**src/rgb_to_palette_nearest_core_macros.svh**
```systemverilog
// assertion macros for the rgb to palette nearest core
// clocked on clk, disabled while rst_n is low; no other dependencies
`ifndef RGB_TO_PALETTE_NEAREST_CORE_MACROS_SVH
`define RGB_TO_PALETTE_NEAREST_CORE_MACROS_SVH

`ifndef SYNTHESIS

// same-cycle implication
`define RTPN_ASSERT_NOW(label, ante, cons, msg) \
  label: assert property (@(posedge clk) disable iff (!rst_n) (ante) |-> (cons)) \
    else $error(msg);

// next-cycle implication
`define RTPN_ASSERT_NEXT(label, ante, cons, msg) \
  label: assert property (@(posedge clk) disable iff (!rst_n) (ante) |=> (cons)) \
    else $error(msg);

`else

`define RTPN_ASSERT_NOW(label, ante, cons, msg)
`define RTPN_ASSERT_NEXT(label, ante, cons, msg)

`endif

`endif

```
**src/rtpn_pkg.sv**
```systemverilog
// shared types and constants for the rgb to palette nearest core
// no dependencies
`default_nettype none

package rtpn_pkg;

  localparam int PAL_ENTRIES  = 240;
  localparam int CUBE_ENTRIES = 216;
  localparam int CUBE_SIDE    = 6;
  localparam int GREY_BASE    = 8;
  localparam int GREY_STEP    = 10;

  localparam int CH_W   = 8;
  localparam int DIST_W = 10;
  localparam int IDX_W  = 8;

  localparam logic [DIST_W-1:0] DIST_START  = 10'd765;
  localparam logic [IDX_W-1:0]  CODE_OFFSET = 8'd16;

  localparam logic [CH_W-1:0] CUBE_LEVEL [CUBE_SIDE] = '{
    8'd0, 8'd95, 8'd135, 8'd175, 8'd215, 8'd255
  };

  typedef struct packed {
    logic [CH_W-1:0] red;
    logic [CH_W-1:0] green;
    logic [CH_W-1:0] blue;
  } rgb_t;

  // what travels down the chain with each pixel
  typedef struct packed {
    rgb_t              pix;
    logic [DIST_W-1:0] best_dist;
    logic [IDX_W-1:0]  best_idx;
  } stage_t;

endpackage

`default_nettype wire

```
**src/rtpn_cell.sv**
```systemverilog
// one cell of the search chain: compares the passing pixel against one palette entry
// uses rtpn_pkg
`default_nettype none

module rtpn_cell
  import rtpn_pkg::*;
(
  input  wire logic             clk,
  input  wire logic             rst_n,
  input  wire logic             en,
  input  wire rgb_t             entry,
  input  wire logic [IDX_W-1:0] entry_idx,
  input  wire logic             prev_valid,
  input  wire stage_t           prev_data,
  output logic                  next_valid,
  output stage_t                next_data
);

  logic              valid_r;
  logic              valid_nxt;
  stage_t            data_r;
  stage_t            data_nxt;
  logic [CH_W-1:0]   ad_red;
  logic [CH_W-1:0]   ad_green;
  logic [CH_W-1:0]   ad_blue;
  logic [DIST_W-1:0] entry_dist;

  always_comb begin
    ad_red   = (prev_data.pix.red > entry.red) ? prev_data.pix.red - entry.red
                                               : entry.red - prev_data.pix.red;
    ad_green = (prev_data.pix.green > entry.green) ? prev_data.pix.green - entry.green
                                                   : entry.green - prev_data.pix.green;
    ad_blue  = (prev_data.pix.blue > entry.blue) ? prev_data.pix.blue - entry.blue
                                                 : entry.blue - prev_data.pix.blue;
    entry_dist = DIST_W'(ad_red) + DIST_W'(ad_green) + DIST_W'(ad_blue);
  end

  always_comb begin
    valid_nxt = valid_r;
    data_nxt  = data_r;
    if (en) begin
      valid_nxt = prev_valid;
      data_nxt  = prev_data;
      // strictly smaller only, so the lower index keeps a tie
      if (entry_dist < prev_data.best_dist) begin
        data_nxt.best_dist = entry_dist;
        data_nxt.best_idx  = entry_idx;
      end
    end
  end

  always_ff @(posedge clk) begin
    if (!rst_n) begin
      valid_r <= 1'b0;
    end else begin
      valid_r <= valid_nxt;
    end
  end

  always_ff @(posedge clk) begin
    data_r <= data_nxt;
  end

  assign next_valid = valid_r;
  assign next_data  = data_r;

endmodule

`default_nettype wire

```
**config.mk**
```make
export PLATFORM = sky130hd
export DESIGN_NAME = rtpn_cell
export DESIGN_NICKNAME = d
export VERILOG_FILES = /design/src/rgb_to_palette_nearest_core_macros.svh /design/src/rtpn_pkg.sv /design/src/rtpn_cell.sv
export SDC_FILE = /design/constraint.sdc
export NUM_CORES = 1
export LEC_CHECK = 0
export ABC_AREA = 1
export ABC_CLOCK_PERIOD_IN_PS = 4900
export BUFFER_PORTS_ARGS = -buffer_cell sky130_fd_sc_hd__buf_2
export CAP_MARGIN = 25
export CORE_MARGIN = 2
export CORE_UTILIZATION = 35
export CTS_CLUSTER_DIAMETER = 100
export DETAILED_ROUTE_END_ITERATION = 8
export PLACE_DENSITY = 0.59
export SLEW_MARGIN = 10
export SYNTH_ARGS = -nofsm -noshare
export SYNTH_HDL_FRONTEND = slang
export SYNTH_SLANG_ARGS = --single-unit
export TNS_END_PERCENT = 20
```
**constraint.sdc**
```tcl
create_clock -name clk -period 4.9 [get_ports clk]
set_clock_uncertainty 0.15 [all_clocks]
set_input_delay 0.245 -clock clk [delete_from_list [all_inputs] [get_ports clk]]
set_output_delay 0.245 -clock clk [all_outputs]
set_load 0.05 [all_outputs]
```
==> results.cfg, run 1 <==
[outcome]
outcome = complete, no violations

[clocking]
cts_tree = yes
cts_buffer_depth = 2
htree_levels = 2
clkTransAtPathRegs_ns = 0.06
cts_buffers = 5
clkSinkCount = 43
clk_latency_ns = 0.29
cts_root_buf = clkbuf_16

[final_layout]
final_util_pct = 45.8
fin_nets = 981
final_common_cell = nand2_1
antenna_cells = 0
stdcell_area_um2 = 6080
areaGrowthSynthToFinish_pct = 27.1
multi_input_area_um2 = 2960
fin_cells = 1004
final-seq-area_um2 = 1280
fill_cells = 1389
final_cell_mix = 259 x nand2_1, 158 x inv_1, 120 x buf_2
drive_gt1_share_pct = 20.3

[worst_hold_path]
min_path_type = input pin to flip-flop

[yosys]
synth_nets = 842
netlist_instances = 688
synth_cell_types = 26
synth_area_leaders = edfxtp_1 26%, nand2_1 20%, ha_1 16%, inv_1 12%, fa_1 6.3%
yosys_warnings = 0
synth-seq-cells = 43
synth_top_cell_area_share_pct = 26.3
ys_seq_area_share_pct = 26.8
synth_area_leader_cell = edfxtp_1
syn_area_um2 = 4790
avgSynthCellArea_um2 = 6.96

[timing]
finalCritPeriodShare_pct = 93.7
finalHoldViolCount = 0
finalWorstSetupSlack_ns = 0.310
drv_slew = 0
max_freq_ghz = 0.218
period_needed_ns = 4.59
worst_slew_pin_slew_ns = 0.431
setup_viol = 0
setup_tns_ns = 0
slew_headroom_pct = 71.3

[global_routing]
antenna_found_initial = 0
grt.overflow.total = 0
grt_max_degree = 45
grt_pass1_vias = 3960
grt_util_all_layers_pct = 14.9
grt_pass1_wl_mm = 17.7

[setup_path]
setup.worst_path.class = input pin to flip-flop
rrSetupSlack_ns = 4.14
reg2reg_depth = 2
cp-end-kind = flip-flop
critPathMostFrequentCell = nand2_1
slowest_delay_ns = 0.53
cp.required_ns = 4.80
worst_r2r_startpoint = next_valid
crit_start = prev_data[25]
cp_data_arrival_time_ns = 4.49
endpoint = next_data[17]
crit_slowest_cell = dlygate4sd3_1
path_max_fanout = 8
crit_path_start_kind = input pin
r2r_end = next_valid

[die]
initial_utilization_pct = 36.0
core_um2 = 13300
die_height_um = 121
row_count = 42
ioPinCount = 121
die-area_um2 = 14600
die_x_um = 121

[placed_design]
dp_slack_ns = 0.111
placed_cell_area_um2 = 5580
dp_hpwl_mm = 8.68
io_buffers = 120
placed_cells = 979
place_congestion = 0.804

[drt]
num_vias = 4295
dr.pass1.iters = 5
antenna_left = 0
wl_mm = 10.8
drt-initial-drc-count = 173
viasPerCell = 4.28
drc = 0
drt-wirelength-per-cell_um = 10.7

[run]
maxCapViolations = 0

[power_and_ir_drop]
power_leakage_nw = 3.50
irDropWorstVdd_mv = 0.292
p_per_area_nw_per_um2 = 516
## per-stage QoR
step	total power, mW	hold WS, ns
after floorplan	2.18	0.188
after global placement	2.59	0.306
after detailed placement	2.62	0.298
after CTS	3.09	0.00169
after global routing	3.48	0.00363
final	3.14	0.0137
## report_power, final
part,internal [mW],switching [mW],total [mW]
clock network,0.293,0.149,0.441
registers,0.588,0.0198,0.607
logic,0.745,1.35,2.09
## sequential cells by signal, indices dropped and copies added, names as in the netlist
| signal | count |
|---|---|
| next_data | 42 |
| next_valid | 1 |
## per-layer routing
metal	global-route usage [%]	routed length, um	vias to the layer above
met5	0	0	-
li1	-	-	2360
met4	3.27	77	0
met2	24.4	4740	99
met1	20.3	5360	1831
met3	3.20	594	5
## cell families (layout without fill, tap and decap cells)
logic type,after synthesis,count (layout),share of synthesized area [%]
xor+xnor,19,19,3.48
compound gates,43,43,4.70
flops,43,43,26.8
simple gates,338,338,29.0
fa+ha+maj,76,76,22.2
buf+inv,169,309,13.8
## synth_stat cells (all sizes together)
master,number
ha,61
nor2,23
nand4,1
or2,3
o21ai,14
a21o,1
nand2,265
fa,15
edfxtp,42
inv,158
nand3,45
dfxtp,1
a21oi,28
xnor2,4
xor2,15
nand3b,1
buf,11
## layout make-up
class,instances,area share [%]
repair buffers,143,13.8
inverters,158,9.75
multi-input cells,476,48.7
flip-flops and latches,43,21.1
well taps,176,3.62
clock buffers,6,2.12
clock inverters,2,0.987
## worst max-delay path, delay by kind of cell
family / cells / cell delay, ns
AOI/OAI and AO/OA: 1 / 0.17
adders and majority gates: 4 / 1.47
buffers and inverters: 9 / 1.16
and+or+nand+nor: 17 / 1.44
## worst min path at each step
stage | slack (ns) | startpoint | depth (start not counted) | end
after global routing | 0.004 | prev_data[32] | 1 | next_data[32]
after CTS | 0.002 | prev_data[32] | 1 | next_data[32]
final | 0.01 | prev_data[32] | 1 | next_data[32]
after floorplan | 0.19 | en | 1 | next_valid
after global placement | 0.31 | prev_data[30] | 1 | next_data[30]
after detailed placement | 0.30 | prev_data[41] | 1 | next_data[41]
## timing repair
| action | 4_1_cts | 5_1_grt |
|---|---|---|
| setup endpoints to repair | 0 | 18 |
| buffers inserted | 0 | 1 |
| hold buffers | 15 | 0 |
| hold endpoints to repair | 15 | 0 |
| resized for setup | 0 | 27 |
Note: power is estimated with default switching activity, not from simulation.
==> run 2, diff against run 1 <==
ABC_AREA = default   (was 1)
CORE_UTILIZATION = 54   (was 35)
PLACE_DENSITY = 0.84   (was 0.59)
==> run 2 against run 1 <==
Effect of this change: the run now ends with setup timing left; final area rose by 6.9%; register-to-register slack lost 0.03 ns; critical path depth is 7 lower; final cell count is 23% lower; highest routed layer unchanged; synthesized cell count down 38%; clock power decreased by 31%; power rose by 36%; synthesized area fell by 9.8%; critical endpoint is now next_data[14]; sequential share of layout area shrank 1.4 points; fmax is 13% lower; non-clock buffer count increased by 106.
==> results.cfg, run 2 <==
[placed_design]
placed_cells = 735
dp_hpwl_mm = 9.22
io_buffers = 120
place_congestion = 0.888
dp_slack_ns = -0.694

[timing]
finalCritPeriodShare_pct = 108
finalHoldViolCount = 0
slew_headroom_pct = 33.0
setup_tns_ns = -6.23
setup_viol = 18
period_needed_ns = 5.29
worst_slew_pin_slew_ns = 1.01
rsz0062_at_grt = yes
finalWorstSetupSlack_ns = -0.388
drv_slew = 0
max_freq_ghz = 0.189

[yosys]
async_flop_share_pct = 0
yosys-top-cells-count = 75 x inv_1, 61 x ha_1, 42 x edfxtp_1
synth_flop_cell = edfxtp_1
avgSynthCellArea_um2 = 10.1
syn_area_um2 = 4320
synth_top_cell_area_share_pct = 29.2
ys_seq_area_share_pct = 29.7
synth_cell_types = 48
synth_area_leader_cell = edfxtp_1
synth-seq-cells = 43
synth_area_leaders = edfxtp_1 29%, ha_1 18%, fa_1 7.0%, inv_1 6.5%, mux2i_1 3.7%
synth.most_common_cell = inv_1
synth_nets = 580
yosys_warnings = 0
netlist_instances = 426
synth_edf_count = 42

[run]
maxCapViolations = 0

[setup_path]
r2r_end = next_valid
setup.worst_path.class = input pin to flip-flop
path_max_fanout = 7
rrSetupSlack_ns = 4.11
cp.required_ns = 4.82
crit_start = prev_data[34]
worst_r2r_startpoint = next_valid
crit_path_start_kind = input pin
cp_data_arrival_time_ns = 5.21
endpoint = next_data[14]
reg2reg_depth = 2
cp-end-kind = flip-flop

[global_routing]
grt_pass1_wl_mm = 19.6
grt_max_degree = 44
grt_util_all_layers_pct = 28.1
grt_pass1_vias = 4342
grt.overflow.total = 0
antenna_found_initial = 0

[drt]
drt-initial-drc-count = 347
num_vias = 4462
wl_mm = 14.9
drt-wirelength-per-cell_um = 19.4
dr.pass1.iters = 6
antenna_left = 0
drc = 0
viasPerCell = 5.80

[die]
die-area_um2 = 8730
die_height_um = 93.4
ioPinCount = 121
core_um2 = 7730
row_count = 32
die_x_um = 93.4
initial_utilization_pct = 55.9

[power_and_ir_drop]
power.total_mw = 4.28
p_per_area_nw_per_um2 = 658
power_leakage_nw = 3.30
irDropWorstVdd_mv = 0.433

[clocking]
cts_root_buf = clkbuf_8
htree_levels = 2
clkSinkCount = 43
cts_buffers = 5
cts_tree = yes
clk_latency_ns = 0.31
clkTransAtPathRegs_ns = 0.09
cts_buffer_depth = 2

[final_layout]
areaGrowthSynthToFinish_pct = 50.7
fin_cells = 769
drive_gt1_share_pct = 48.7
final_cell_mix = 118 x buf_2, 111 x buf_4, 66 x inv_1
largest_reg_flops = 42
antenna_cells = 0
fill_cells = 391
fin_nets = 820
final_common_cell = buf_2

[worst_hold_path]
min_path_type = input pin to flip-flop

[outcome]
violations = setup timing
outcome = complete, but fails checks
## run 2: cell types whose count changed in the layout (fill, tap and decap cells not counted), moves of 8 or more
| cell | previous run | this run |
|---|---|---|
| a21o_1 | 1 | 12 |
| nand2_1 | 259 | 18 |
| a31oi_1 | 0 | 9 |
| inv_1 | 158 | 66 |
| a211oi_1 | 0 | 8 |
| nand3_1 | 42 | 9 |
| mux2_4 | 0 | 19 |
| buf_4 | 3 | 111 |
| mux2i_1 | 0 | 12 |
## run 2: stage by stage
step | hold WS, ns | instance area, um^2 | util [%]
floorplan | 0.194 | 4490 | -
global placement | 0.290 | 5870 | 76.0
CTS | 0.00440 | 6230 | 80.6
finish | 0.00504 | 6500 | 84.2
global route | 0.00530 | 6500 | 84.2
detailed placement | 0.292 | 5870 | 76.0
## run 2: cell families after synthesis
| kind of cell | share of synthesized area (%) |
|---|---|
| buffers and inverters | 9.36 |
| AOI/OAI and AO/OA | 14.3 |
| DFF | 29.7 |
| muxes | 9.97 |
| adders and majority gates | 24.6 |
| and+or+nand+nor | 8.46 |
| xor gates and xnor gates | 3.65 |
## run 2: where the power goes
part	leakage, nW	switching, mW	internal (mW)
Clock	0.0581	0.151	0.152
Sequential	0.419	0.0219	0.580
Combinational	2.82	1.68	1.69
## run 2: worst min-delay path by stage
| stage | start | end | slack (ns) | depth (start not counted) |
|---|---|---|---|---|
| 6_report | rst_n | next_valid | 0.005 | 2 |
| 5_1_grt | rst_n | next_valid | 0.005 | 2 |
| 4_1_cts | rst_n | next_valid | 0.004 | 2 |
| 3_5_place_dp | prev_data[41] | next_data[41] | 0.29 | 1 |
| 3_3_place_gp | prev_data[41] | next_data[41] | 0.29 | 1 |
| 2_1_floorplan | prev_data[18] | next_data[18] | 0.19 | 0 |
## run 2: layer usage
metal	part of all wire, %	global-route usage, %	up-vias
li1	-	-	1977
met3	7.5	4.51	82
met4	4.9	8.46	0
met5	0	0	-
met2	50	53.8	298
met1	37	31.7	2105
## run 2: worst max-delay path, stage by stage
cell and delay, ns:
buf_2 0.10, inv_1 0.04, ha_1 0.16, inv_1 0.07
fa_2 0.38, nand3_4 0.10, a21oi_4 0.07, o31a_4 0.35
mux2i_1 0.27, xor2_1 0.15, fa_1 0.58, inv_2 0.06
ha_4 0.28, a21oi_4 0.21, a21oi_2 0.09, or4b_4 0.51
nand4_1 0.13, ha_1 0.26, and4_1 0.22, a21oi_1 0.14
o211a_1 0.21, buf_6 0.14, clkbuf_16 0.14, mux2_4 0.29
## run 2: cell type report
| class | count | area (um^2) | share of cell area (%) |
|---|---|---|---|
| Multi-Input combinational cell | 292 | 3010 | 46.3 |
| Timing Repair Buffer | 249 | 1670 | 25.7 |
| Sequential cell | 43 | 1280 | 19.7 |
| Inverter | 75 | 297 | 4.56 |
| Tap cell | 102 | 128 | 1.96 |
| Clock buffer | 5 | 68.8 | 1.06 |
| Clock inverter | 3 | 43.8 | 0.673 |
## run 2: what timing repair did
| action | CTS | global route |
|---|---|---|
| hold endpoints to repair | 11 | 0 |
| setup endpoints to repair | 18 | 18 |
| setup buffers | 8 | 6 |
| hold buffers | 11 | 0 |
| pin swaps | 13 | 30 |
| gates resized for setup | 13 | 47 |
| gates cloned | 1 | 1 |
==> run 3, diff against run 2 <==
ABC_CLOCK_PERIOD_IN_PS = 5600   (was 4900)
CORE_MARGIN = 1   (was 2)
RECOVER_POWER = 25   (was default)
clock period = 5.6 ns   (was 4.9 ns; I/O delays follow)
==> run 3 against run 2 <==
Effect of this change: final cell count down 12%; critical endpoint is now next_data[7]; combinational power fell by 38%; the run now ends clean; largest cell class unchanged; non-clock buffer count fell by 93; highest routed layer unchanged; sequential power down 13%; final area down 17%; utilization fell by 15 points.
==> results.cfg, run 3 (same netlist as run 2, synthesis figures left out) <==
[power_and_ir_drop]
combPwrFrac_pct = 73.6
switchingPower_mw = 1.29
power.total_mw = 2.84
clkPwrFrac_pct = 7.9
irDropWorstVdd_mv = 0.378
power.internal_mw = 1.55
power_leakage_nw = 2.66
pwr-share-seq_pct = 18.5
p_per_area_nw_per_um2 = 528
swShare_pct = 45.6

[placed_design]
dp_hpwl_mm = 7.84
place_congestion = 0.862
dp_slack_ns = -0.155
io_buffers = 120

[drt]
drt-initial-drc-count = 147
wl_mm = 10.2
antenna_left = 0
viasPerCell = 5.37
dr.pass1.iters = 5
num_vias = 3632
drc = 0
drt-wirelength-per-cell_um = 15.0

[setup_path]
setup.worst_path.class = input pin to flip-flop
reg2reg_depth = 2
rrSetupSlack_ns = 4.85
r2r_end = next_valid
cp_data_arrival_time_ns = 5.33
endpoint = next_data[7]
path_max_fanout = 9
worst_r2r_startpoint = next_valid
cp-end-kind = flip-flop
cp.required_ns = 5.51
crit_start = prev_data[18]
crit_path_start_kind = input pin

[die]
ioPinCount = 121
row_count = 32
die-area_um2 = 8360
die_x_um = 91.4
die_height_um = 91.4
core_um2 = 7730
initial_utilization_pct = 55.9

[clocking]
clkTransAtPathRegs_ns = 0.11
cts_root_buf = clkbuf_8
clk_latency_ns = 0.31
cts_tree = yes
htree_levels = 2
cts_buffers = 5
clkSinkCount = 43
cts_buffer_depth = 2

[timing]
period_needed_ns = 5.42
worst_slew_pin_slew_ns = 1.06
finalHoldViolCount = 0
finalCritPeriodShare_pct = 96.9
setup_viol = 0
slew_headroom_pct = 29.2
drv_slew = 0
finalWorstSetupSlack_ns = 0.175
setup_tns_ns = 0
max_freq_ghz = 0.184

[final_layout]
final_common_cell = buf_2
drive_gt1_share_pct = 30.1
final_cell_mix = 97 x buf_2, 75 x inv_1, 59 x ha_1
antenna_cells = 0
fin_nets = 727
largest_reg_flops = 42
areaGrowthSynthToFinish_pct = 24.5

[global_routing]
grt.overflow.total = 0
grt_max_degree = 44
grt_pass1_wl_mm = 15.6
grt_util_all_layers_pct = 23.3
antenna_found_initial = 0
grt_pass1_vias = 3537

[worst_hold_path]
min_path_type = input pin to flip-flop

[run]
maxCapViolations = 0

[outcome]
outcome = complete, no violations
[run 3: cell count changes in the layout (fill, tap and decap cells not counted), sizes merged]
cell / before / now
inv: 75 / 76
bufinv: 1 / 0
clkinv: 2 / 0
clkinvlp: 0 / 2
buf: 237 / 130
clkbuf: 6 / 30
dlygate4sd3: 11 / 1
[run 3: worst min-delay path by stage]
stage / from / to / slack [ns] / depth (start not counted)
6_report: prev_data[31] / next_data[31] / 0.05 / 1
3_5_place_dp: prev_data[33] / next_data[33] / 0.33 / 1
5_1_grt: prev_data[21] / next_data[21] / 0.06 / 1
2_1_floorplan: prev_data[18] / next_data[18] / 0.23 / 0
4_1_cts: prev_data[29] / next_data[29] / 0.008 / 1
3_3_place_gp: prev_data[33] / next_data[33] / 0.33 / 1
[run 3: repair_timing]
| item | 4_1_cts | 5_1_grt |
|---|---|---|
| setup endpoints to repair | 0 | 18 |
| hold endpoints to repair | 1 | 0 |
| gates resized for setup | 0 | 14 |
| setup buffers | 0 | 6 |
| hold buffers | 1 | 0 |
[run 3: final cells by class]
type | count | area [um^2]
multi-input cells | 292 | 2700
fillers | 616 | 2350
flip-flops and latches | 43 | 1280
repair buffers | 156 | 895
inverters | 75 | 282
well taps | 102 | 128
clock buffers | 5 | 68.8
clock inverters | 3 | 23.8
[run 3: stage by stage]
stage	hold WS [ns]	utilization (%)	cells	area, um^2
floorplan	0.229	-	426	4320
global placement	0.326	66.4	658	5130
detailed placement	0.331	66.4	658	5130
CTS	0.00806	67.7	667	5230
global route	0.0602	69.6	676	5380
finish	0.0466	69.6	676	5380
[run 3: worst max-delay path, cell delays in order]
cell	delay, ns
clkbuf_1	0.10
inv_1	0.05
ha_1	0.15
inv_1	0.06
fa_1	0.42
nand3_2	0.12
a21oi_2	0.08
o41ai_4	0.29
buf_6	0.19
mux2i_2	0.23
xor2_1	0.13
fa_1	0.54
inv_1	0.06
buf_4	0.13
fa_1	0.45
a21oi_2	0.16
nor2_1	0.08
o21a_1	0.20
o21a_1	0.21
ha_1	0.29
and4_1	0.25
o211ai_1	0.14
o211a_4	0.28
buf_12	0.15
mux2_1	0.32
[run 3: power by group through the flow]
stage / Combinational [mW] / Sequential (mW) / Clock [mW]
2_1_floorplan: 1.09 / 0.839 / 0
3_3_place_gp: 1.74 / 0.531 / 0
3_5_place_dp: 1.84 / 0.535 / 0
4_1_cts: 1.85 / 0.527 / 0.228
5_1_grt: 2.27 / 0.533 / 0.237
6_report: 2.09 / 0.526 / 0.224
[run 3: layer usage]
layer | up-vias | share of wire [%] | global-route usage, % | routed length, um
met5 | - | 0 | 0 | 0
met4 | 0 | 2.1 | 7.14 | 216
met3 | 20 | 5.8 | 3.69 | 594
met2 | 133 | 52 | 42.4 | 5230
met1 | 1681 | 41 | 28.1 | 4110
li1 | 1798 | - | - | -
