File: src/rgb_to_palette_nearest_core_macros.svh
// assertion macros for the rgb to palette nearest core
// clocked on clk, disabled while rst_n is low; no other dependencies
`ifndef RGB_TO_PALETTE_NEAREST_CORE_MACROS_SVH
`define RGB_TO_PALETTE_NEAREST_CORE_MACROS_SVH

`ifndef SYNTHESIS

// same-cycle implication
`define RTPN_ASSERT_NOW(label, ante, cons, msg) \
  label: assert property (@(posedge clk) disable iff (!rst_n) (ante) |-> (cons)) \
    else $error(msg);

// next-cycle implication
`define RTPN_ASSERT_NEXT(label, ante, cons, msg) \
  label: assert property (@(posedge clk) disable iff (!rst_n) (ante) |=> (cons)) \
    else $error(msg);

`else

`define RTPN_ASSERT_NOW(label, ante, cons, msg)
`define RTPN_ASSERT_NEXT(label, ante, cons, msg)

`endif

`endif

File: src/rtpn_pkg.sv
// shared types and constants for the rgb to palette nearest core
// no dependencies
`default_nettype none

package rtpn_pkg;

  localparam int PAL_ENTRIES  = 240;
  localparam int CUBE_ENTRIES = 216;
  localparam int CUBE_SIDE    = 6;
  localparam int GREY_BASE    = 8;
  localparam int GREY_STEP    = 10;

  localparam int CH_W   = 8;
  localparam int DIST_W = 10;
  localparam int IDX_W  = 8;

  localparam logic [DIST_W-1:0] DIST_START  = 10'd765;
  localparam logic [IDX_W-1:0]  CODE_OFFSET = 8'd16;

  localparam logic [CH_W-1:0] CUBE_LEVEL [CUBE_SIDE] = '{
    8'd0, 8'd95, 8'd135, 8'd175, 8'd215, 8'd255
  };

  typedef struct packed {
    logic [CH_W-1:0] red;
    logic [CH_W-1:0] green;
    logic [CH_W-1:0] blue;
  } rgb_t;

  // what travels down the chain with each pixel
  typedef struct packed {
    rgb_t              pix;
    logic [DIST_W-1:0] best_dist;
    logic [IDX_W-1:0]  best_idx;
  } stage_t;

endpackage

`default_nettype wire

File: src/rtpn_oreg.sv
// output register plus skid slot at the end of the chain
// uses rtpn_pkg
`default_nettype none

module rtpn_oreg
  import rtpn_pkg::*;
(
  input  wire logic             clk,
  input  wire logic             rst_n,
  input  wire logic             pipe_valid,
  input  wire logic [IDX_W-1:0] pipe_idx,
  output logic                  pipe_en,
  output logic                  out_valid,
  output logic [IDX_W-1:0]      out_code,
  input  wire logic             out_stall,
  output logic                  skid_full
);

  logic             out_valid_r;
  logic             out_valid_nxt;
  logic [IDX_W-1:0] out_code_r;
  logic [IDX_W-1:0] out_code_nxt;
  logic             skid_valid_r;
  logic             skid_valid_nxt;
  logic [IDX_W-1:0] skid_code_r;
  logic [IDX_W-1:0] skid_code_nxt;
  logic [IDX_W-1:0] pipe_code;
  logic             take;

  assign pipe_code = pipe_idx + CODE_OFFSET;
  assign take      = out_valid_r && !out_stall;

  always_comb begin
    out_valid_nxt  = out_valid_r;
    out_code_nxt   = out_code_r;
    skid_valid_nxt = skid_valid_r;
    skid_code_nxt  = skid_code_r;
    if (skid_valid_r) begin
      // chain is frozen; drain the skid slot first
      if (take) begin
        out_code_nxt   = skid_code_r;
        skid_valid_nxt = 1'b0;
      end
    end else if (pipe_valid) begin
      if (!out_valid_r || take) begin
        out_valid_nxt = 1'b1;
        out_code_nxt  = pipe_code;
      end else begin
        skid_valid_nxt = 1'b1;
        skid_code_nxt  = pipe_code;
      end
    end else if (take) begin
      out_valid_nxt = 1'b0;
    end
  end

  always_ff @(posedge clk) begin
    if (!rst_n) begin
      out_valid_r  <= 1'b0;
      skid_valid_r <= 1'b0;
    end else begin
      out_valid_r  <= out_valid_nxt;
      skid_valid_r <= skid_valid_nxt;
    end
  end

  always_ff @(posedge clk) begin
    out_code_r  <= out_code_nxt;
    skid_code_r <= skid_code_nxt;
  end

  assign pipe_en   = !skid_valid_r;
  assign out_valid = out_valid_r;
  assign out_code  = out_code_r;
  assign skid_full = skid_valid_r;

endmodule

`default_nettype wire
File: config.mk
export PLATFORM = sky130hd
export DESIGN_NAME = rtpn_oreg
export DESIGN_NICKNAME = d
export VERILOG_FILES = /design/src/rgb_to_palette_nearest_core_macros.svh /design/src/rtpn_pkg.sv /design/src/rtpn_oreg.sv
export SDC_FILE = /design/constraint.sdc
export NUM_CORES = 1
export LEC_CHECK = 0
export ABC_AREA = 1
export BUFFER_PORTS_ARGS = -buffer_cell sky130_fd_sc_hd__buf_2
export CORE_AREA = 8 8 48 50
export CTS_CLUSTER_SIZE = 12
export DETAILED_ROUTE_END_ITERATION = 6
export DIE_AREA = 0 0 56 58
export PLACE_DENSITY_LB_ADDON = 0.3
export SKIP_CTS_REPAIR_TIMING = 1
export SLEW_MARGIN = 10
export SYNTH_ARGS = -nofsm -noshare
export SYNTH_HDL_FRONTEND = slang
export SYNTH_SLANG_ARGS = --single-unit
File: constraint.sdc
create_clock -name clk -period 4.06 [get_ports clk]
set_input_delay 0.406 -clock clk [delete_from_list [all_inputs] [get_ports clk]]
set_output_delay 0.406 -clock clk [all_outputs]
set_load 0.01 [all_outputs]
==> results of run 1 <==
## layer usage
metal | vias to the layer above | wire length, um
li1 | 263 | -
met1 | 213 | 602
met2 | 27 | 602
met3 | 2 | 143
met4 | 0 | 13
met5 | - | 0
## metrics by stage
stage	area, um2	power (W)
5_1_grt	892.1	0.0003642
3_3_place_gp	865.8	0.0002611
4_1_cts	892.1	0.0003513
3_5_place_dp	865.8	0.0002621
6_report	892.1	0.0003485
2_1_floorplan	742.0	0.0002433
## cells in the mapped netlist, drive strengths merged
master / number
nand2: 24
dfxtp: 2
nand4: 1
xnor2: 1
inv: 9
o21ai: 3
buf: 1
a21oi: 2
nand3: 4
edfxtp: 16
and2: 1
ha: 1
## worst min-delay path by stage
| stage | end | startpoint | slack, ns | cells after the start |
|---|---|---|---|---|
| final | skid_code_r[0] | pipe_idx[0] | 0.30 | 1 |
| after global routing | skid_code_r[0] | pipe_idx[0] | 0.29 | 1 |
| after CTS | skid_code_r[0] | pipe_idx[0] | 0.30 | 1 |
| after detailed placement | out_code[5] | skid_code_r[5] | 0.51 | 2 |
| after global placement | out_code[3] | skid_code_r[3] | 0.51 | 2 |
| after floorplan | out_code[0] | skid_code_r[0] | 0.49 | 2 |
## worst max-delay path, stage by stage (launching register included)
cell and delay, ns:
dfxtp_1 0.59, nand2_1 0.13, a21oi_1 0.65
## flip-flops by register name (all words and copies together) (netlist names)
| signal | count |
|---|---|
| skid_full | 1 |
| skid_code_r | 8 |
| out_valid | 1 |
| out_code | 8 |
## layout make-up
class	count	area [um2]
Clock buffer	3	22.52
Clock inverter	1	3.754
Fill cell	145	721.9
Inverter	9	33.78
Multi-Input combinational cell	37	180.2
Sequential cell	18	520.5
Tap cell	17	21.27
Timing Repair Buffer	22	110.1
## cells by family (layout without fill, tap and decap cells)
family          count (synthesis)  after routing
xor+xnor                        1              1
fa+ha+maj                       1              1
simple gates                   30             30
buf+inv                        10             35
compound gates                  5              5
flops                          18             18
## report_power, final
group | internal [W] | switching, W
registers | 0.000214 | 0.00000362
logic | 0.0000157 | 0.0000238
clock network | 0.0000358 | 0.0000552
total | 0.000266 | 0.0000827
==> metrics, run 1 <==
Yosys Warn Count=0; Synth Area in Adders=1.686%; actual slew at the worst max-slew pin=0.7770 ns; worst reg2reg startpoint=skid_full; CTS Buffer Depth=2; Layout area overhead=20.24%; Die Ht=58 um; # DRC=0; # port buffers=22; final setup fails=0; Syn Std Cell Area=742.0 um2; initial antenna violation count=0; Mean Syn Cell Area=11.41 um2; Top Usage Layer GRT=met2; cell row count=15; WP data arrival=1.67 ns; fin worst setup slack=2.322 ns; vias per cell=4.720; Placed Cells incl. Taps=103; Non-Filler Instances=107; Synth Area in Compound Gates=3.879%; first-pass GRT wire length=2132 um; initial core utilization=45.97%; Hold Fails Final Rpt=0; setup TNS=0 ns; Worst Setup End Kind=flop; CTS root buf=clkbuf_4; share of the synthesized area in the top cell type=64.76%; relative slew slack=48.20%; Tcrit/Tclk final=42.80%; leading area contributor after synthesis=edfxtp_1; CTS tree=built; unrepaired setup endpoints after global routing=no; xor-xnor portion of the synthesized cell area=1.180%; Synth Register Bits=18; CP required=3.99 ns; largest family of logic cells by synthesized area=simple AND/OR/NAND/NOR gates; mux contribution to synthesized area=0%; die footprint=0.003248 mm2; NumNets Final=104; clk sinks=18; clock latency on the worst-skew pair=0.29 ns; Peak VDD IR=0.0001927 V; H-tree levels=1; Final Util=55.27%; met1 Usage GRT=8.984%; commonest non-fill, non-tap cell in the layout=nand2_1; Pins Over Slew Limit=0; drt first-iter violations=11; Clock Skews=0.001036 ns; Mapped Cells=65; CTS clock-pin slew for the worst setup and hold paths=0.10 ns; Critical Path End=out_code[0]; critical path class=reg2reg; largest net degree at the start of global routing=15; Power per Cell Area=390.7 mW/mm2; GR Layer Usage met3=4.367%; fmax=575.5 MHz; GP Congestion=0.7867; Total GRT Usage=8.250%; worst reg2reg path depth=2; status=finished, final reports clean; via count=505; DP HPWL=975.7 um; Final Critical Period=1.738 ns; reg2reg setup slack=2.32 ns; GR Util met2=12.36%; commonest non-fill, non-tap cells in the layout=23 x nand2_1, 22 x buf_2, 16 x edfxtp_1; net count after synthesis=78; total congestion overflow=0; Die X=56 um; Routed WL=1362 um; I/O pin count=23; Synth area leaders=edfxtp_1 65%, nand2_1 12%, dfxtp_1 5.4%; average wire per standard cell=12.73 um; DP Worst Slack=2.352 ns; CP Max Fanout=14; ANT nets after route=0; HP Class=in2reg; area of the core=0.001614 mm2; max cap viols=0; Leak=0.4081 nW; worst flop-to-flop path endpoint=out_code[0]; ANT cells=0; share of cells above drive strength 1=32.22%; hold slack final=0.3000 ns; sequential-to-total area share from yosys stat=70.15%; Critical Path Source=skid_full; Num CTS Buffers=3; simple-gate portion of the synthesized area=17.54%; vias in the first global route=491; DR pass1 iterations=5; CP startpoint kind=flop; Synth cell types=16
(Power assumes the default switching activity.)
==> run 2, diff against run 1 <==
--- a/config.mk
+++ b/config.mk
@@ -5,12 +5,12 @@
 export SDC_FILE = /design/constraint.sdc
 export NUM_CORES = 1
 export LEC_CHECK = 0
-export ABC_AREA = 1
+export ABC_AREA = 0
 export BUFFER_PORTS_ARGS = -buffer_cell sky130_fd_sc_hd__buf_2
-export CORE_AREA = 8 8 48 50
+export CORE_AREA = 8 8 49 51
 export CTS_CLUSTER_SIZE = 12
 export DETAILED_ROUTE_END_ITERATION = 6
-export DIE_AREA = 0 0 56 58
+export DIE_AREA = 0 0 57 59
 export PLACE_DENSITY_LB_ADDON = 0.3
 export SKIP_CTS_REPAIR_TIMING = 1
 export SLEW_MARGIN = 10
==> constraint.sdc (replaced) <==
create_clock -name clk -period 1.7 [get_ports clk]
set_input_delay 0.17 -clock clk [delete_from_list [all_inputs] [get_ports clk]]
set_output_delay 0.17 -clock clk [all_outputs]
set_load 0.01 [all_outputs]
==> run 2 against run 1 <==
Against the previous run: clock skew grew 0.0014 ns; hold slack lost 0.23 ns; critical path type unchanged; highest routed layer is now met3; maximum frequency is 30% higher; global-route usage grew 0.46 points; worst setup slack got worse by 2.0 ns; core utilization down 0.57 points; largest cell class unchanged; cell count fell by 16%.
==> metrics, run 2 <==
status=finished, final reports clean; count leader, synth=edfxtp_1; unrepaired setup endpoints after global routing=no; critical path class=reg2reg; met1 Usage GRT=10.72% (+1.7 points); cell row count=15 (unchanged); drt first-iter violations=10 (-1); commonest non-fill, non-tap cell in the layout=buf_2; Mean Syn Cell Area=16.15 um2 (+42%); ANT nets after route=0 (unchanged); Primary FF master, synth=edfxtp_1; commonest non-fill, non-tap cells in the layout=22 x buf_2, 16 x edfxtp_1, 6 x mux2_2; area taken by flip-flops and latches=520.5 um2 (unchanged); Clock Skews=0.002425 ns (+0.001389 ns); Routed WL=1344 um (-1.3%); total congestion overflow=0 (unchanged); CP startpoint kind=flop; number of enable flip-flop cells after synthesis=16 (unchanged); first-pass GRT wire length=2242 um (+5.2%); CTS Buffer Depth=2 (unchanged); fmax=745.5 MHz (+30%); CTS tree=built; share of the synthesized area in the top cell type=66.09% (+1.3 points); Worst Setup End Kind=flop; Synth top cells by count=16 x edfxtp_1, 6 x mux2_2, 4 x nand2_1; CTS root buf=clkbuf_4; Mapped Cells=45 (-31%); Die X=57 um (+1.8%); max cap viols=0 (unchanged); die footprint=0.003363 mm2 (+3.5%); area of the core=0.001652 mm2 (+2.3%); Synth Register Bits=18 (unchanged); sequential-to-total area share from yosys stat=71.60% (+1.4 points); Async S/R FF share, synth=0% (unchanged); via count=446 (-12%); vias per cell=4.956 (+5.0%); CP required=1.70 ns (-2.29 ns); ANT cells=0 (unchanged); GR Layer Usage met3=4.936% (+0.57 points); CTS clock-pin slew for the worst setup and hold paths=0.09 ns (about the same); Layout area overhead=24.27%; WP data arrival=1.34 ns (-0.33 ns); # DRC=0 (unchanged); Power per Cell Area=921.2 mW/mm2 (+140%); Tcrit/Tclk final=78.91% (+36 points); Final Critical Period=1.341 ns (-0.3963 ns); DP HPWL=1053 um (+8.0%); net count after synthesis=58 (-26%); average wire per standard cell=14.93 um (+17%); Peak VDD IR=0.0004282 V (+120%); final setup fails=0 (unchanged); CP Max Fanout=8 (-6); Top Usage Layer GRT=met2; Yosys Warn Count=0 (unchanged); initial core utilization=44.02% (-2.0 points); leading area contributor after synthesis=edfxtp_1; initial antenna violation count=0 (unchanged); H-tree levels=1 (unchanged); relative slew slack=85.58% (+37 points); NumNets Final=88 (-15%); Pins Over Slew Limit=0 (unchanged); I/O pin count=23 (unchanged); setup TNS=0 ns (unchanged); largest net degree at the start of global routing=10 (-5); Hold Fails Final Rpt=0 (unchanged); actual slew at the worst max-slew pin=0.2143 ns (-0.5627 ns); Synth cell types=15 (-1); clock latency on the worst-skew pair=0.28 ns (about the same); Leak=0.3731 nW (-8.6%); share of cells above drive strength 1=52.05% (+20 points); clk sinks=18 (unchanged); DR pass1 iterations=4 (-1); Synth area leaders=edfxtp_1 66%, mux2_2 9.3%, dfxtp_1 5.5%; # fillers=143 (-1.4%); HP Class=in2reg; Syn Std Cell Area=726.9 um2 (-2.0%); Num CTS Buffers=3 (unchanged); Total GRT Usage=8.705% (+0.46 points); Die Ht=59 um (+1.7%); vias in the first global route=478 (-2.6%); GP Congestion=0.6888 (-12%); Non-Filler Instances=90 (-16%); Placed Cells incl. Taps=87 (-16%); GR Util met2=12.40% (+0.042 points); # port buffers=22 (unchanged); multi-input logic area=187.7 um2 (+4.2%)
[run 2: cell count changes in the layout (fill, tap and decap cells not counted), sizes merged, moves of 3 or more]
cell   before  now
buf        22   26
inv         9    3
mux2        0    7
nand2      24    4
nand3       4    1
[run 2: critical path: stages (launching register included)]
cell,delay [ns]
dfxtp_1,0.36
inv_1,0.16
nand2_1,0.11
a21boi_0,0.22
buf_4,0.21
[run 2: final timing paths]
kind / cells after the start / to / startpoint / slack, ns
worst max-delay path: 4 / out_code[7] / skid_full / 0.36
worst max register to register: 4 / out_code[7] / skid_full / 0.36
worst min register to register: 1 / out_code[5] / skid_code_r[5] / 0.56
worst min-delay path: 1 / skid_code_r[0] / pipe_idx[0] / 0.07
[run 2: logic make-up (layout without fill, tap and decap cells)]
family,count (synthesis),after routing,synth area share [%]
compound gates,6,6,4.817
simple gates,7,7,4.475
mux,7,7,11.36
flops,18,18,71.60
xor+xnor,2,2,3.443
fa+ha+maj,1,1,1.721
buf+inv,4,32,2.582
[run 2: metal layers]
| layer | vias to the layer above | share of wire [%] |
|---|---|---|
| met3 | 0 | 6.3 |
| met4 | 0 | 0 |
| met2 | 19 | 43 |
| met5 | - | 0 |
| met1 | 207 | 50 |
| li1 | 220 | - |
[run 2: layout make-up]
class,count,area share [%]
well taps,17,2.355
multi-input cells,23,20.78
flip-flops and latches,18,57.62
repair buffers,26,15.51
inverters,3,1.247
clock buffers,3,2.493
[run 2: through the flow]
stage	hold slack [ns]	setup WS [ns]	util [%]	area, um2	power [W]
6_report	0.07085	0.3586	54.70	903.4	0.0008322
4_1_cts	0.06429	0.3454	54.70	903.4	0.0008436
5_1_grt	0.05013	0.2840	54.70	903.4	0.0008834
3_3_place_gp	0.3628	0.5047	53.33	880.8	0.0006437
3_5_place_dp	0.3629	0.3697	53.33	880.8	0.0006460
2_1_floorplan	0.2689	0.04071	-	726.9	0.0005912
[run 2: power by group]
group          internal [W]  switching (W)
registers          0.000514     0.00000957
clock network     0.0000821       0.000115
logic             0.0000548      0.0000567
==> run 3, diff against run 2 <==
--- a/config.mk
+++ b/config.mk
@@ -7,10 +7,10 @@
 export LEC_CHECK = 0
 export ABC_AREA = 0
 export BUFFER_PORTS_ARGS = -buffer_cell sky130_fd_sc_hd__buf_2
-export CORE_AREA = 8 8 49 51
+export CORE_AREA = 8 8 51 53
 export CTS_CLUSTER_SIZE = 12
 export DETAILED_ROUTE_END_ITERATION = 6
-export DIE_AREA = 0 0 57 59
+export DIE_AREA = 0 0 59 61
 export PLACE_DENSITY_LB_ADDON = 0.3
 export SKIP_CTS_REPAIR_TIMING = 1
 export SLEW_MARGIN = 10
==> constraint.sdc (replaced) <==
create_clock -name clk -period 1.1 [get_ports clk]
set_input_delay 0.11 -clock clk [delete_from_list [all_inputs] [get_ports clk]]
set_output_delay 0.11 -clock clk [all_outputs]
set_load 0.01 [all_outputs]
==> run 3 against run 2 <==
Against the previous run: the flow now finishes with violations (negative setup slack); routed wire length rose by 0.30%; global-route usage is 0.91 points lower; clock power rose by 73%; via count up 4.5%; combinational power is 82% higher; maximum frequency increased by 18%; first-iteration DRC count is 60% lower; critical path depth shrank 2; sequential cell count did not move; sequential power up 55%; die area is 7.0% higher; worst setup slack lost 0.39 ns; critical endpoint is now out_code[0]; largest cell class unchanged.
==> metrics, run 3 (synthesized netlist as in run 2, its figures left out) <==
status=finished with violations; violated checks=negative setup slack; CTS Buffer Depth=2 (unchanged); via count=466 (+4.5%); worst flop-to-flop path endpoint=out_code[0]; CP startpoint kind=flop; ANT cells=0 (unchanged); CTS tree=built; area of the core=0.001842 mm2 (+12%); CP required=1.15 ns (-0.55 ns); Critical Path End=out_code[0]; Peak VDD IR=0.0006772 V (+58%); commonest non-fill, non-tap cells in the layout=22 x buf_2, 16 x edfxtp_1, 6 x mux2_2, 6 x buf_4, 4 x dlygate4sd3_1; Critical Path Source=skid_full; drt first-iter violations=4 (-6); H-tree levels=1 (unchanged); largest net degree at the start of global routing=11 (+1); actual slew at the worst max-slew pin=0.2892 ns (+0.07485 ns); Pins Over Slew Limit=0 (unchanged); # DRC=0 (unchanged); initial core utilization=39.47% (-4.5 points); # port buffers=22 (unchanged); final setup fails=12 (+12); highest-delay cell along the critical path=dfxtp_4; fmax=883.0 MHz (+18%); die footprint=0.003599 mm2 (+7.0%); CTS root buf=clkbuf_4; max cap viols=0 (unchanged); reg2reg setup slack=-0.03 ns (-0.39 ns); DP HPWL=1051 um (-0.22%); Num CTS Buffers=3 (unchanged); I/O pin count=23 (unchanged); Clock Skews=0.001811 ns (-0.0006139 ns); critical path class=reg2reg; Routed WL=1348 um (+0.30%); Die Ht=61 um (+3.4%); fin worst setup slack=-0.03245 ns (-0.3910 ns); vias per cell=4.355 (-12%); CP Max Fanout=6 (-2); Final Util=55.43% (+0.74 points); Tcrit/Tclk final=102.9% (+24 points); total congestion overflow=0 (unchanged); Die X=59 um (+3.5%); ANT nets after route=0 (unchanged); relative slew slack=80.67% (-4.9 points); slowest stage delay, CP=0.42 ns (+0.06 ns); first-pass GRT wire length=2070 um (-7.7%); clk sinks=18 (unchanged); DR pass1 iterations=4 (unchanged); Final Critical Period=1.132 ns (-0.2090 ns); Hold Fails Final Rpt=0 (unchanged); Power per Cell Area=1328 mW/mm2 (+44%); average wire per standard cell=12.60 um (-16%); Worst Setup End Kind=flop; NumNets Final=94 (+6.8%); worst reg2reg startpoint=skid_full; commonest non-fill, non-tap cell in the layout=buf_2; cell row count=16 (+1); Layout area overhead=40.45%; Overall Power=0.001356 W (+63%); HP Class=in2reg; Cell Chain, Critical Path=buf_4, mux2_2; worst reg2reg path depth=2 (-2); Leak=0.4266 nW (+14%); unrepaired setup endpoints after global routing=yes; WP data arrival=1.18 ns (-0.16 ns); Total GRT Usage=7.800% (-0.91 points); GP Congestion=0.7669 (+11%); CTS clock-pin slew for the worst setup and hold paths=0.10 ns (about the same); vias in the first global route=464 (-2.9%); share of cells above drive strength 1=60.00% (+7.9 points); clock latency on the worst-skew pair=0.29 ns (about the same); initial antenna violation count=0 (unchanged)
[run 3: how the worst min path moves through the flow]
stage,start,end,depth (start not counted)
CTS,pipe_idx[3],skid_code_r[3],1
global route,rst_n,skid_full,3
floorplan,pipe_idx[0],skid_code_r[0],0
global placement,pipe_idx[3],skid_code_r[3],1
finish,rst_n,skid_full,3
detailed placement,pipe_idx[3],skid_code_r[3],1
[run 3: per-stage QoR]
step	setup WS [ns]	cells	hold slack, ns	area (um2)	TNS, ns
floorplan	0.0008400	45	0.2089	772.0	0
global placement	-0.02735	99	0.3009	949.7	-0.2386
detailed placement	-0.06005	99	0.3042	949.7	-0.5101
CTS	-0.07458	103	-0.003016	975.9	-0.6098
global route	-0.08557	107	0.05864	1021	-1.061
finish	-0.03245	107	0.07121	1021	-0.3572
[run 3: where the power goes]
part / internal, W / total [W] / leakage [nW] / switching (W)
combinational: 0.000107 / 0.000204 / 0.244 / 0.0000968
sequential: 0.000794 / 0.000811 / 0.167 / 0.0000169
clock: 0.000141 / 0.000341 / 0.0150 / 0.000200
[run 3: layout make-up]
cell class	count	area, um2
Clock buffer	4	26.28
Fill cell	169	820.8
Inverter	3	16.27
Multi-Input combinational cell	23	224.0
Sequential cell	18	525.5
Tap cell	27	33.78
Timing Repair Buffer	32	195.2
[run 3: critical path: cells and delay by family (launching register included)]
| kind | cells | cell delay, ns |
|---|---|---|
| mux | 1 | 0.33 |
| buf+inv | 1 | 0.15 |
| flops | 1 | 0.42 |
[run 3: per-layer routing]
| metal | routed length [um] | share of wire, % | track usage [%] |
|---|---|---|---|
| met4 | 34 | 2.5 | 6.143 |
| met1 | 605 | 45 | 8.878 |
| met5 | 0 | 0 | 0 |
| met3 | 76 | 5.6 | 2.119 |
| met2 | 632 | 47 | 12.15 |
